[src/rtl/core/assert_macros.svh]
// ----------------------------------------------------------------------------
// Assertion macros
// Shared concurrent assertion forms for the PES header generator.
// ----------------------------------------------------------------------------
`ifndef ASSERT_MACROS_SVH
`define ASSERT_MACROS_SVH

// check a property on every rising edge outside reset
`define ASSERT_CLK(label, clk, rst_n, prop, msg) \
	label: assert property (@(posedge clk) disable iff (!rst_n) prop) else $error(msg);

// check that a condition never holds outside reset
`define ASSERT_NEVER(label, clk, rst_n, cond, msg) \
	`ASSERT_CLK(label, clk, rst_n, !(cond), msg)

`endif

[src/rtl/core/phg_pkg.sv]
// ----------------------------------------------------------------------------
// PES header generator package
// Types, constants and helper functions shared by the header generator.
// ----------------------------------------------------------------------------
package phg_pkg;

	localparam int MAX_HEADER_BYTES = 64;
	localparam int QUEUE_DEPTH_DEF  = 2;

	localparam int POS_W   = 6;
	localparam int TOTAL_W = 7;
	localparam int LEN_W   = 16;
	localparam int TS_W    = 33;
	localparam int SIZE_W  = 24;
	localparam int FIXED_W = 6;
	localparam int OPT_W   = 3;
	localparam int BYTE_W  = 8;
	localparam int CFG_IDX_W = 3;

	localparam logic [TOTAL_W-1:0] SHORT_TOTAL = 7'd6;
	localparam logic [TOTAL_W-1:0] FULL_BASE   = 7'd9;
	localparam logic [TOTAL_W-1:0] STAMP_LEN   = 7'd5;
	localparam logic [TOTAL_W-1:0] EXT_LEN     = 7'd3;
	localparam logic [TOTAL_W-1:0] MAX_TOTAL   = TOTAL_W'(MAX_HEADER_BYTES);

	localparam logic [BYTE_W-1:0] START_BYTE0 = 8'h00;
	localparam logic [BYTE_W-1:0] START_BYTE1 = 8'h00;
	localparam logic [BYTE_W-1:0] START_BYTE2 = 8'h01;
	localparam logic [BYTE_W-1:0] FLAG1_BASE  = 8'h81;
	localparam logic [BYTE_W-1:0] FLAG1_ALIGN = 8'h04;
	localparam logic [BYTE_W-1:0] FLAGS_BOTH  = 8'hC0;
	localparam logic [BYTE_W-1:0] FLAGS_PTS   = 8'h80;
	localparam logic [BYTE_W-1:0] FLAGS_EXT   = 8'h01;
	localparam logic [BYTE_W-1:0] EXT_BYTE0   = 8'h0F;
	localparam logic [BYTE_W-1:0] EXT_BYTE1   = 8'h81;
	localparam logic [BYTE_W-1:0] PAD_BYTE    = 8'hFF;

	localparam logic [3:0] PREFIX_PTS_ONLY = 4'h2;
	localparam logic [3:0] PREFIX_PTS      = 4'h3;
	localparam logic [3:0] PREFIX_DTS      = 4'h1;

	localparam logic [CFG_IDX_W-1:0] CFG_SID          = 3'd0;
	localparam logic [CFG_IDX_W-1:0] CFG_HEADER_OPTS  = 3'd1;
	localparam logic [CFG_IDX_W-1:0] CFG_EXT_SID      = 3'd2;
	localparam logic [CFG_IDX_W-1:0] CFG_FIXED_LENGTH = 3'd3;
	localparam logic [CFG_IDX_W-1:0] CFG_IS_VIDEO     = 3'd4;

	localparam int OPT_FULL  = 0;
	localparam int OPT_ALIGN = 1;
	localparam int OPT_EXT   = 2;

	typedef enum logic [1:0] {
		TS_NONE = 2'd0,
		TS_PTS  = 2'd1,
		TS_BOTH = 2'd2
	} ts_mode_t;

	typedef struct packed {
		logic [LEN_W-1:0]   length_field;
		logic [TOTAL_W-1:0] total;
		ts_mode_t           ts_mode;
		logic               full;
		logic               align;
		logic               ext;
		logic [TS_W-1:0]    pts;
		logic [TS_W-1:0]    dts;
	} phg_desc_t;

	function automatic logic [BYTE_W-1:0] stamp_byte(input logic [3:0] prefix,
			input logic [TS_W-1:0] ts, input logic [2:0] k);
		logic [BYTE_W-1:0] b;
		unique case (k)
			3'd0: b = {prefix, ts[32:30], 1'b1};
			3'd1: b = ts[29:22];
			3'd2: b = {ts[21:15], 1'b1};
			3'd3: b = ts[14:7];
			3'd4: b = {ts[6:0], 1'b1};
			default: b = PAD_BYTE;
		endcase
		return b;
	endfunction

endpackage

[src/rtl/core/phg_front.sv]
// ----------------------------------------------------------------------------
// PES header generator front end
// Accepts header requests and classifies them into a header descriptor.
// ----------------------------------------------------------------------------
module phg_front (
	input  logic                           req_valid,
	output logic                           req_stall,
	input  logic [phg_pkg::SIZE_W-1:0]     payload_size,
	input  logic [phg_pkg::TS_W-1:0]       pts,
	input  logic                           pts_valid,
	input  logic [phg_pkg::TS_W-1:0]       dts,
	input  logic                           dts_valid,
	input  logic [phg_pkg::OPT_W-1:0]      header_options,
	input  logic [phg_pkg::FIXED_W-1:0]    fixed_header_length,
	input  logic                           is_video,
	input  logic                           queue_full,
	output logic                           push,
	output phg_pkg::phg_desc_t             desc
);
	import phg_pkg::*;

	ts_mode_t              mode;
	logic [TOTAL_W-1:0]    natural_total;
	logic [TOTAL_W-1:0]    fixed_total;
	logic [TOTAL_W-1:0]    total;
	logic [SIZE_W:0]       length_sum;
	logic                  full;
	logic                  ext;

	assign full = header_options[OPT_FULL];
	assign ext  = header_options[OPT_EXT];

	always_comb begin
		if (pts_valid && dts_valid && (pts != dts)) begin
			mode = TS_BOTH;
		end else if (pts_valid) begin
			mode = TS_PTS;
		end else begin
			mode = TS_NONE;
		end
	end

	always_comb begin
		natural_total = FULL_BASE;
		unique case (mode)
			TS_BOTH: natural_total = FULL_BASE + STAMP_LEN + STAMP_LEN;
			TS_PTS:  natural_total = FULL_BASE + STAMP_LEN;
			default: natural_total = FULL_BASE;
		endcase
		if (ext) begin
			natural_total = natural_total + EXT_LEN;
		end
		fixed_total = TOTAL_W'(fixed_header_length) + FULL_BASE;
		if (!full) begin
			total = SHORT_TOTAL;
		end else if ((fixed_header_length != '0) && (natural_total <= fixed_total)) begin
			total = (fixed_total > MAX_TOTAL) ? MAX_TOTAL : fixed_total;
		end else begin
			total = natural_total;
		end
	end

	assign length_sum = (SIZE_W+1)'(payload_size) + (SIZE_W+1)'(total)
		- (SIZE_W+1)'(SHORT_TOTAL);

	always_comb begin
		desc.total   = total;
		desc.ts_mode = mode;
		desc.full    = full;
		desc.align   = header_options[OPT_ALIGN];
		desc.ext     = ext;
		desc.pts     = pts;
		desc.dts     = dts;
		if ((payload_size == '0) || (is_video && (length_sum > (SIZE_W+1)'(16'hFFFF)))) begin
			desc.length_field = '0;
		end else begin
			desc.length_field = length_sum[LEN_W-1:0];
		end
	end

	assign req_stall = queue_full;
	assign push      = req_valid && !queue_full;

endmodule

[src/rtl/core/phg_queue.sv]
// ----------------------------------------------------------------------------
// PES header generator descriptor queue
// Short show-ahead queue between the front end and the byte sequencer.
// ----------------------------------------------------------------------------
`include "assert_macros.svh"

module phg_queue #(
	parameter int DEPTH = phg_pkg::QUEUE_DEPTH_DEF
) (
	input  logic               clk,
	input  logic               arst_n,
	input  logic               push,
	input  phg_pkg::phg_desc_t push_desc,
	output logic               full,
	input  logic               pop,
	output phg_pkg::phg_desc_t head,
	output logic               empty
);
	import phg_pkg::*;

	localparam int PtrW = (DEPTH > 1) ? $clog2(DEPTH) : 1;
	localparam int CntW = $clog2(DEPTH + 1);

	phg_desc_t         entries_q [DEPTH];
	logic [PtrW-1:0]   wr_ptr_q;
	logic [PtrW-1:0]   rd_ptr_q;
	logic [CntW-1:0]   count_q;

	assign full  = (count_q == CntW'(DEPTH));
	assign empty = (count_q == '0);
	assign head  = entries_q[rd_ptr_q];

	always_ff @(posedge clk) begin
		if (push) begin
			entries_q[wr_ptr_q] <= push_desc;
		end
	end

	always_ff @(posedge clk or negedge arst_n) begin
		if (!arst_n) begin
			wr_ptr_q <= '0;
			rd_ptr_q <= '0;
			count_q  <= '0;
		end else begin
			if (push) begin
				wr_ptr_q <= (wr_ptr_q == PtrW'(DEPTH - 1)) ? '0 : wr_ptr_q + 1'b1;
			end
			if (pop) begin
				rd_ptr_q <= (rd_ptr_q == PtrW'(DEPTH - 1)) ? '0 : rd_ptr_q + 1'b1;
			end
			if (push && !pop) begin
				count_q <= count_q + 1'b1;
			end else if (pop && !push) begin
				count_q <= count_q - 1'b1;
			end
		end
	end

	`ASSERT_NEVER(a_queue_overflow, clk, arst_n, push && full, "push into full queue")
	`ASSERT_NEVER(a_queue_underflow, clk, arst_n, pop && empty, "pop from empty queue")

endmodule

[src/rtl/core/phg_back.sv]
// ----------------------------------------------------------------------------
// PES header generator byte sequencer
// Walks one descriptor byte by byte into the output register.
// ----------------------------------------------------------------------------
`include "assert_macros.svh"

module phg_back (
	input  logic                         clk,
	input  logic                         arst_n,
	input  phg_pkg::phg_desc_t           head,
	input  logic                         empty,
	output logic                         pop,
	input  logic [phg_pkg::BYTE_W-1:0]   sid,
	input  logic [phg_pkg::BYTE_W-1:0]   ext_sid,
	output logic                         hdr_valid,
	input  logic                         hdr_stall,
	output logic [phg_pkg::BYTE_W-1:0]   header_byte,
	output logic                         last_byte
);
	import phg_pkg::*;

	logic [POS_W-1:0]    pos_q;
	logic                hdr_valid_q;
	logic [BYTE_W-1:0]   byte_q;
	logic                last_q;

	logic                emit;
	logic                is_last;
	logic [TOTAL_W-1:0]  p;
	logic [TOTAL_W-1:0]  stamp_end;
	logic [TOTAL_W-1:0]  ext_end;
	logic [TOTAL_W-1:0]  off;
	logic                second;
	logic [2:0]          k;
	logic [3:0]          prefix;
	logic [BYTE_W-1:0]   flags;
	logic [BYTE_W-1:0]   next_byte;

	assign emit    = !empty && (!hdr_valid_q || !hdr_stall);
	assign p       = TOTAL_W'(pos_q);
	assign is_last = ((p + 1'b1) == head.total);
	assign pop     = emit && is_last;

	always_comb begin
		unique case (head.ts_mode)
			TS_BOTH: stamp_end = FULL_BASE + STAMP_LEN + STAMP_LEN;
			TS_PTS:  stamp_end = FULL_BASE + STAMP_LEN;
			default: stamp_end = FULL_BASE;
		endcase
		ext_end = head.ext ? stamp_end + EXT_LEN : stamp_end;
		off     = p - FULL_BASE;
		second  = (off >= STAMP_LEN);
		k       = second ? 3'(off - STAMP_LEN) : 3'(off);
		if (head.ts_mode == TS_BOTH) begin
			prefix = second ? PREFIX_DTS : PREFIX_PTS;
		end else begin
			prefix = PREFIX_PTS_ONLY;
		end
		unique case (head.ts_mode)
			TS_BOTH: flags = FLAGS_BOTH;
			TS_PTS:  flags = FLAGS_PTS;
			default: flags = '0;
		endcase
		if (head.ext) begin
			flags = flags | FLAGS_EXT;
		end
	end

	always_comb begin
		if (!head.full || (p < FULL_BASE)) begin
			unique case (p)
				7'd0: next_byte = START_BYTE0;
				7'd1: next_byte = START_BYTE1;
				7'd2: next_byte = START_BYTE2;
				7'd3: next_byte = sid;
				7'd4: next_byte = head.length_field[15:8];
				7'd5: next_byte = head.length_field[7:0];
				7'd6: next_byte = FLAG1_BASE | (head.align ? FLAG1_ALIGN : '0);
				7'd7: next_byte = flags;
				7'd8: next_byte = BYTE_W'(head.total - FULL_BASE);
				default: next_byte = PAD_BYTE;
			endcase
		end else if (p < stamp_end) begin
			next_byte = stamp_byte(prefix, second ? head.dts : head.pts, k);
		end else if (p < ext_end) begin
			priority if (p == stamp_end) begin
				next_byte = EXT_BYTE0;
			end else if (p == stamp_end + 1'b1) begin
				next_byte = EXT_BYTE1;
			end else begin
				next_byte = ext_sid;
			end
		end else begin
			next_byte = PAD_BYTE;
		end
	end

	always_ff @(posedge clk or negedge arst_n) begin
		if (!arst_n) begin
			pos_q       <= '0;
			hdr_valid_q <= 1'b0;
		end else begin
			if (emit) begin
				hdr_valid_q <= 1'b1;
				pos_q       <= is_last ? '0 : pos_q + 1'b1;
			end else if (!hdr_stall) begin
				hdr_valid_q <= 1'b0;
			end
		end
	end

	always_ff @(posedge clk) begin
		if (emit) begin
			byte_q <= next_byte;
			last_q <= is_last;
		end
	end

	assign hdr_valid   = hdr_valid_q;
	assign header_byte = byte_q;
	assign last_byte   = last_q;

	`ASSERT_CLK(a_pos_restart, clk, arst_n, pop |=> (pos_q == '0), "position not cleared")
	`ASSERT_CLK(a_pos_bound, clk, arst_n, !empty |-> (p < head.total), "position past header end")

endmodule

[src/rtl/core/pes_header_generator.sv]
// When idle, a request passes the descriptor queue and then the output register before
// its first header byte is valid. Header bytes leave at one per cycle while hdr_stall is
// low; headers are 6 bytes short, 9 to 64 full, 19 or more with PTS and DTS.
// Requests queue up to QUEUE_DEPTH deep and follow with no gap between headers.
// Reset: asynchronous active low; clears control state and sets registers to defaults.
// ----------------------------------------------------------------------------
// PES header generator
// Writes the MPEG-2 PES header for each request, one byte per transaction.
// ----------------------------------------------------------------------------
module pes_header_generator #(
	parameter int QUEUE_DEPTH = phg_pkg::QUEUE_DEPTH_DEF
) (
	input  logic                           clk,
	input  logic                           arst_n,
	input  logic                           cfg_write_en,
	input  logic [phg_pkg::CFG_IDX_W-1:0]  cfg_index,
	input  logic [phg_pkg::BYTE_W-1:0]     cfg_data,
	input  logic                           req_valid,
	output logic                           req_stall,
	input  logic [phg_pkg::SIZE_W-1:0]     payload_size,
	input  logic [phg_pkg::TS_W-1:0]       pts,
	input  logic                           pts_valid,
	input  logic [phg_pkg::TS_W-1:0]       dts,
	input  logic                           dts_valid,
	output logic                           hdr_valid,
	input  logic                           hdr_stall,
	output logic [phg_pkg::BYTE_W-1:0]     header_byte,
	output logic                           last_byte
);
	import phg_pkg::*;

	logic [BYTE_W-1:0]   sid_q;
	logic [OPT_W-1:0]    header_options_q;
	logic [BYTE_W-1:0]   ext_sid_q;
	logic [FIXED_W-1:0]  fixed_length_q;
	logic                is_video_q;

	logic                push;
	logic                pop;
	logic                full;
	logic                empty;
	phg_desc_t           push_desc;
	phg_desc_t           head;

	always_ff @(posedge clk or negedge arst_n) begin
		if (!arst_n) begin
			sid_q            <= 8'hE0;
			header_options_q <= 3'd1;
			ext_sid_q        <= '0;
			fixed_length_q   <= '0;
			is_video_q       <= 1'b1;
		end else if (cfg_write_en) begin
			unique case (cfg_index)
				CFG_SID:          sid_q            <= cfg_data;
				CFG_HEADER_OPTS:  header_options_q <= cfg_data[OPT_W-1:0];
				CFG_EXT_SID:      ext_sid_q        <= cfg_data;
				CFG_FIXED_LENGTH: fixed_length_q   <= cfg_data[FIXED_W-1:0];
				CFG_IS_VIDEO:     is_video_q       <= cfg_data[0];
				default: ;
			endcase
		end
	end

	phg_front u_front (
		.req_valid           (req_valid),
		.req_stall           (req_stall),
		.payload_size        (payload_size),
		.pts                 (pts),
		.pts_valid           (pts_valid),
		.dts                 (dts),
		.dts_valid           (dts_valid),
		.header_options      (header_options_q),
		.fixed_header_length (fixed_length_q),
		.is_video            (is_video_q),
		.queue_full          (full),
		.push                (push),
		.desc                (push_desc)
	);

	phg_queue #(
		.DEPTH (QUEUE_DEPTH)
	) u_queue (
		.clk       (clk),
		.arst_n    (arst_n),
		.push      (push),
		.push_desc (push_desc),
		.full      (full),
		.pop       (pop),
		.head      (head),
		.empty     (empty)
	);

	phg_back u_back (
		.clk         (clk),
		.arst_n      (arst_n),
		.head        (head),
		.empty       (empty),
		.pop         (pop),
		.sid         (sid_q),
		.ext_sid     (ext_sid_q),
		.hdr_valid   (hdr_valid),
		.hdr_stall   (hdr_stall),
		.header_byte (header_byte),
		.last_byte   (last_byte)
	);

endmodule

[config.mk]
export PLATFORM = sky130hd
export DESIGN_NAME = pes_header_generator
export DESIGN_NICKNAME = d
export VERILOG_FILES = /design/src/rtl/core/phg_pkg.sv /design/src/rtl/core/phg_front.sv /design/src/rtl/core/phg_queue.sv /design/src/rtl/core/phg_back.sv /design/src/rtl/core/pes_header_generator.sv
export VERILOG_INCLUDE_DIRS = /design/src /design/src/rtl/core
export SDC_FILE = /design/constraint.sdc
export NUM_CORES = 1
export LEC_CHECK = 0
export BUFFER_PORTS_ARGS = -buffer_cell sky130_fd_sc_hd__buf_4
export CAP_MARGIN = 20
export CORE_MARGIN = 4
export CORE_UTILIZATION = 35
export CTS_BUF_LIST = sky130_fd_sc_hd__clkbuf_4
export DETAILED_ROUTE_END_ITERATION = 8
export PLACE_DENSITY_LB_ADDON = 0.15
export SKIP_CTS_REPAIR_TIMING = 1
export SYNTH_ARGS = -nofsm -noshare
export SYNTH_HDL_FRONTEND = slang
export SYNTH_HIERARCHICAL = 1
export SYNTH_SLANG_ARGS = --single-unit
[constraint.sdc]
create_clock -name clk -period 10.75 [get_ports clk]
set_input_delay 0.5375 -clock clk [delete_from_list [all_inputs] [get_ports clk]]
set_output_delay 0.5375 -clock clk [all_outputs]
set_load 0.05 [all_outputs]
# After elaboration in Yosys (flattened, before gate mapping)
# Memory sizes are Yosys's and may differ from the RTL's.
# Index checks and enable logic that the tools add are counted.
[op_classes] eq_ne=26 add_sub_neg=15 mux=33 order_cmp=7 reduce_logical=32
[ops] operator="$pmux W8 S8" count=1
[ops] operator="$mux W8" count=5
[ops] operator="$pmux W8 S5" count=1
[ops] operator="$mux W7" count=5
[ops] operator="$mux W33" count=1
[ops] operator="$ne A33 B33 Y1" count=1
[ops] operator="$add A24 B7 Y25" count=1
[ops] operator="$gt A25 B16 Y1 const B" count=1
[ops] operator="$sub A25 B3 Y25 const B" count=1
[ops] operator="$eq A6 B3 Y1 const B" count=4
[ops] operator="$logic_not A24 Y1" count=1
[ops] operator="$pmux W5 S2" count=2
[ops] operator="$mux W16" count=1
[ops] operator="$pmux W8 S2" count=1
[ops] operator="$eq A6 B7 Y1" count=2
[ops] operator="$lt A6 B7 Y1" count=2
[ops] operator="$add A5 B2 Y6 const B" count=2
[ops] operator="$eq A3 B2 Y1 const B" count=4
[ops] operator="$eq A6 B2 Y1 const B" count=2
[ops] operator="$reduce_and A2 Y1" count=5
[ops] operator="$logic_and A1 B1 Y1" count=9
[ops] operator="$mux W1" count=8
[ops] operator="$mux W2" count=4
[ops] operator="$sub A7 B4 Y8 const B" count=1
[ops] operator="other kinds (32)" count=48
[word_totals] word_cells=126 regBits=46 output_inout_bits=11 mem_count=1 ram_bits=188
[memory_table] memory="u_queue.entries_q" depth=2 width=94 rd=1 rd_ports_with_merged_regs=0 wr=1 line="phg_queue.sv:24" text="phg_desc_t entries_q [DEPTH];"

# Longest topological paths before layout
[logic_depth] depth_word=17 ltp_mapped=29 depth_no_buf=28

# Cells and area by module
# Netlist, hierarchy kept.
[by_module_without_submodules] mod="phg_queue" area_each_um2=7180.6 instances=1 cells_each=309
[by_module_without_submodules] mod="phg_front" area_each_um2=3641.0 instances=1 cells_each=505
[by_module_without_submodules] mod="phg_back" area_each_um2=2937.8 instances=1 cells_each=392
[by_module_without_submodules] mod="pes_header_generator" area_each_um2=1019.7 instances=1 cells_each=58

# Worst setup path before layout
# No wires, ideal clock.
[synth_timing] path_type="input to register" from="input port dts[12] (netlist name)" to="memory u_queue/entries_q[0][80] (netlist name) (data pin)" path_slack_ns=4.810 n_path_buf=1 t_required_ns=10.571 stages=27 t_arrival_ns=5.762 cell_sequence="xnor2_1 -> nand4_1 -> nor4_1 -> a31oi_1 -> nor2b_1 -> xnor2_1 -> ha_1 -> o21a_1 -> o21a_1 -> o21ai_0 -> a21o_1 -> or2_2 -> mux2_2 -> nor3b_1 -> ha_1 -> ha_1 -> inv_1 -> fa_1 -> and2b_1 -> o2111ai_2 -> a2111oi_2 -> nor3_1 -> o21ai_2 -> xor2_1 -> nand4_4 -> buf_8 -> o32ai_2"
[synth_lines] item="from (decl)" line="pes_header_generator.sv:23" text="input logic [phg_pkg::TS_W-1:0] dts,"
[synth_lines] item="to (decl)" line="phg_queue.sv:24"

==> results.yml <==
pwr:
  power.leakage_nw: 6.73
  p_per_area_nw_per_um2: 266
  vdd_drop_max_mv: 0.145
synth:
  synthTopCellsByCount: "edfxtp_1 (197), nand2_1 (103), buf_4 (76), mux2_2 (73), ha_1 (66)"
  syn_nets: 1439
  synth_compound_area_frac: 0.124
  netlist_area_um2: 14800
  yosys.area.top_type: "edfxtp_1"
  syn-mean-instance-area_um2: 11.7
  synth-simple-area-share: 0.116
  synthXorXnorAreaFrac: 0.0488
  synthTopCellsByArea: "edfxtp_1 (40%), ha_1 (5.6%), mux2_2 (5.6%), dfrtp_1 (5.4%), mux2_4 (5.1%)"
  synth_top_area_frac: 0.400
  synth.most_common_cell: "edfxtp_1"
  postSynthCellCount: 1264
  yosysWarnings: 6
  synth-seq-area-share: 0.463
  muxShareOfSynthArea: 0.116
  synth_enable_flop_cells: 197
  synth.distinct_cells: 115
  synth_ff_type: "edfxtp_1"
  async_flop_share: 0.158
  ys_ff_latch: 234
  synth_fa_ha_area_frac: 0.0572
  synth_top_family_by_area: "compound AO/OA/AOI/OAI gates"
cts:
  cts_sinks: 234
  clockRootBuffer: "clkbuf_4"
  worstSkewPairLatency_ns: 0.71
  htree_levels: 3
  clk_transition_reported_paths_ns: 0.06
  cts_tree: "yes"
  cts_max_path_buffers: 3
  numCtsBuffers: 70
setup_path:
  crit_buf_inv: 3
  crit_top_cell: "ha_1"
  cpMaxStageDelayCell: "dlygate4sd3_1"
  worstPathMaxFanout: 16
  worstSetupPathType: "input pin to flop"
  cp.arrival_ns: 7.77
  worstPathRequired_ns: 11.22
  start_kind: "input pin"
  crit_path_end_kind: "flop"
  max_stage_delay_ns: 0.53
  crit_family: "simple AND/OR/NAND/NOR gates"
grt:
  grt-ovfl-total: 0
  grt_max_degree: 52
  first_global_vias: 10085
  antenna_found_initial: 2
  grt_pass1_wl_mm: 59.5
  grt_use_total: 0.170
drt:
  first_iter_violations: 735
  num_vias: 10269
  routedWlPerCell_um: 19.7
  drc: 0
  ant_nets: 0
  first_pass_iters: 5
  wl_mm: 39.6
  via_per_inst: 5.11
sta:
  clock_skew_ns: 0.0615
  finalSetupViolCount: 0
  clock.fmax_ghz: 0.137
  relSlewSlack: 0.330
  tightest_slew_ns: 0.996
  slew_viol_final: 0
  hold_viol: 0
  fin_setup_tns_ns: 0
  finalCritPeriodShare: 0.679
  period_minus_slack_ns: 7.30
  grt_setup_unrepaired: "no"
floorplanning:
  start_util: 0.353
  core_um2: 41900
  die_h_um: 213
  io_pins: 119
  die_area_um2: 45600
  fp.dieW_um: 213
  rows: 75
run_status:
  status: "complete, no violations"
placed_design:
  gp_congestion: 0.874
  dp_hpwl_mm: 28.5
  port_buffers: 118
min_path:
  hold_class: "input pin to flop"
final_layout:
  syn2layout_area_growth_pct: 15.9
  fin_nets: 1593
  drive_gt1_frac: 0.291
  final_util: 0.409
job:
  cap_viol_max_count: 0
==> power by group <==
group	switching, mW	internal [mW]
sequential	0.126	1.30
combinational	1.43	0.883
clock	0.379	0.449
==> final cells by class <==
| type | instances | area (µm²) |
|---|---|---|
| antenna | 2 | 5.00 |
| sequential | 234 | 6850 |
| inverter | 67 | 251 |
| multi-input combinational | 849 | 6850 |
| tap | 539 | 674 |
| timing repair buffer | 196 | 1630 |
| clock buffer | 106 | 796 |
| clock inverter | 16 | 68.8 |
| fill | 4115 | 24700 |
==> cells in the final DEF, fill, tap and decap left out, drive strengths merged, types with 7 or more instances in the layout <==
master       count
a211oi          12
a21o            15
a21oi           47
a31oi           11
and2             8
and3             7
buf            131
clkbuf         106
clkinv          14
dfrtp           32
dlygate4sd3     65
edfxtp         197
ha              66
inv             69
mux2           126
mux2i           11
nand2          103
nand2b          15
nand3           41
nand4           14
nor2            45
nor2b           16
nor3            17
o2111ai          7
o211ai           8
o21a             9
o21ai           62
o31ai            9
xnor2           54
xor2            25
==> layer usage <==
layer  track usage  routed length [µm]
met5             0                   0
met4        0.0547                 777
met2         0.270               18800
met1         0.236               18300
met3        0.0347                1770
==> final timing paths <==
path / depth (start not counted) / from / slack, ns / end
max in group asynchronous: 2 / arst_n / 9.99 / u_queue/rd_ptr_q$_DFFE_PN0P_
min in group asynchronous: 2 / arst_n / 0.36 / fixed_length_q[1]$_DFFE_PN0P_
worst min register to register: 1 / u_queue/count_q[1]$_DFFE_PN0P_ / 0.48 / u_queue/count_q[1]$_DFFE_PN0P_
worst min-delay path: 2 / cfg_data[7] / 0.08 / ext_sid_q[7]$_DFFE_PN0P_
worst max-delay path: 28 / dts[0] / 3.45 / u_queue/entries_q[1][93]$_DFFE_PP_
worst max register to register: 24 / fixed_length_q[0]$_DFFE_PN0P_ / 4.70 / u_queue/entries_q[1][93]$_DFFE_PP_
==> cells by family (layout without fill, tap and decap cells) <==
logic type / Yosys count / after routing
muxes: 137 / 137
xor gates and xnor gates: 80 / 80
adders and majority gates: 67 / 67
other: 1 / 3
buffers and inverters: 181 / 385
DFF: 234 / 234
and+or+nand+nor: 316 / 316
AOI/OAI and AO/OA: 248 / 248
==> registers in the layout, summed over array words and instances (netlist names) <==
signal and cells:
header_options_q 3, u_back/hdr_valid 1, fixed_length_q 6, u_queue/rd_ptr_q 1
u_queue/wr_ptr_q 1, ext_sid_q 8, sid_q 8, u_back/pos_q 6
u_back/last_byte 1, u_queue/count_q 2, u_queue/entries_q 188, u_back/header_byte 8
is_video_q 1
==> stage by stage <==
step                      setup slack [ns]  power (mW)  cell area, µm²  hold slack, ns  std cells
final                                 3.45        4.57           17100          0.0805       2009
after global routing                  2.88        4.88           17100          0.0193       2009
after CTS                             4.00        4.59           16500          -0.252       1941
after detailed placement              3.29        3.73           15600           0.480       1819
after global placement                3.43        3.72           15600           0.475       1819
after floorplan                       4.81        3.09           14800           0.242       1264
Note: power is estimated with default switching activity, not from simulation.
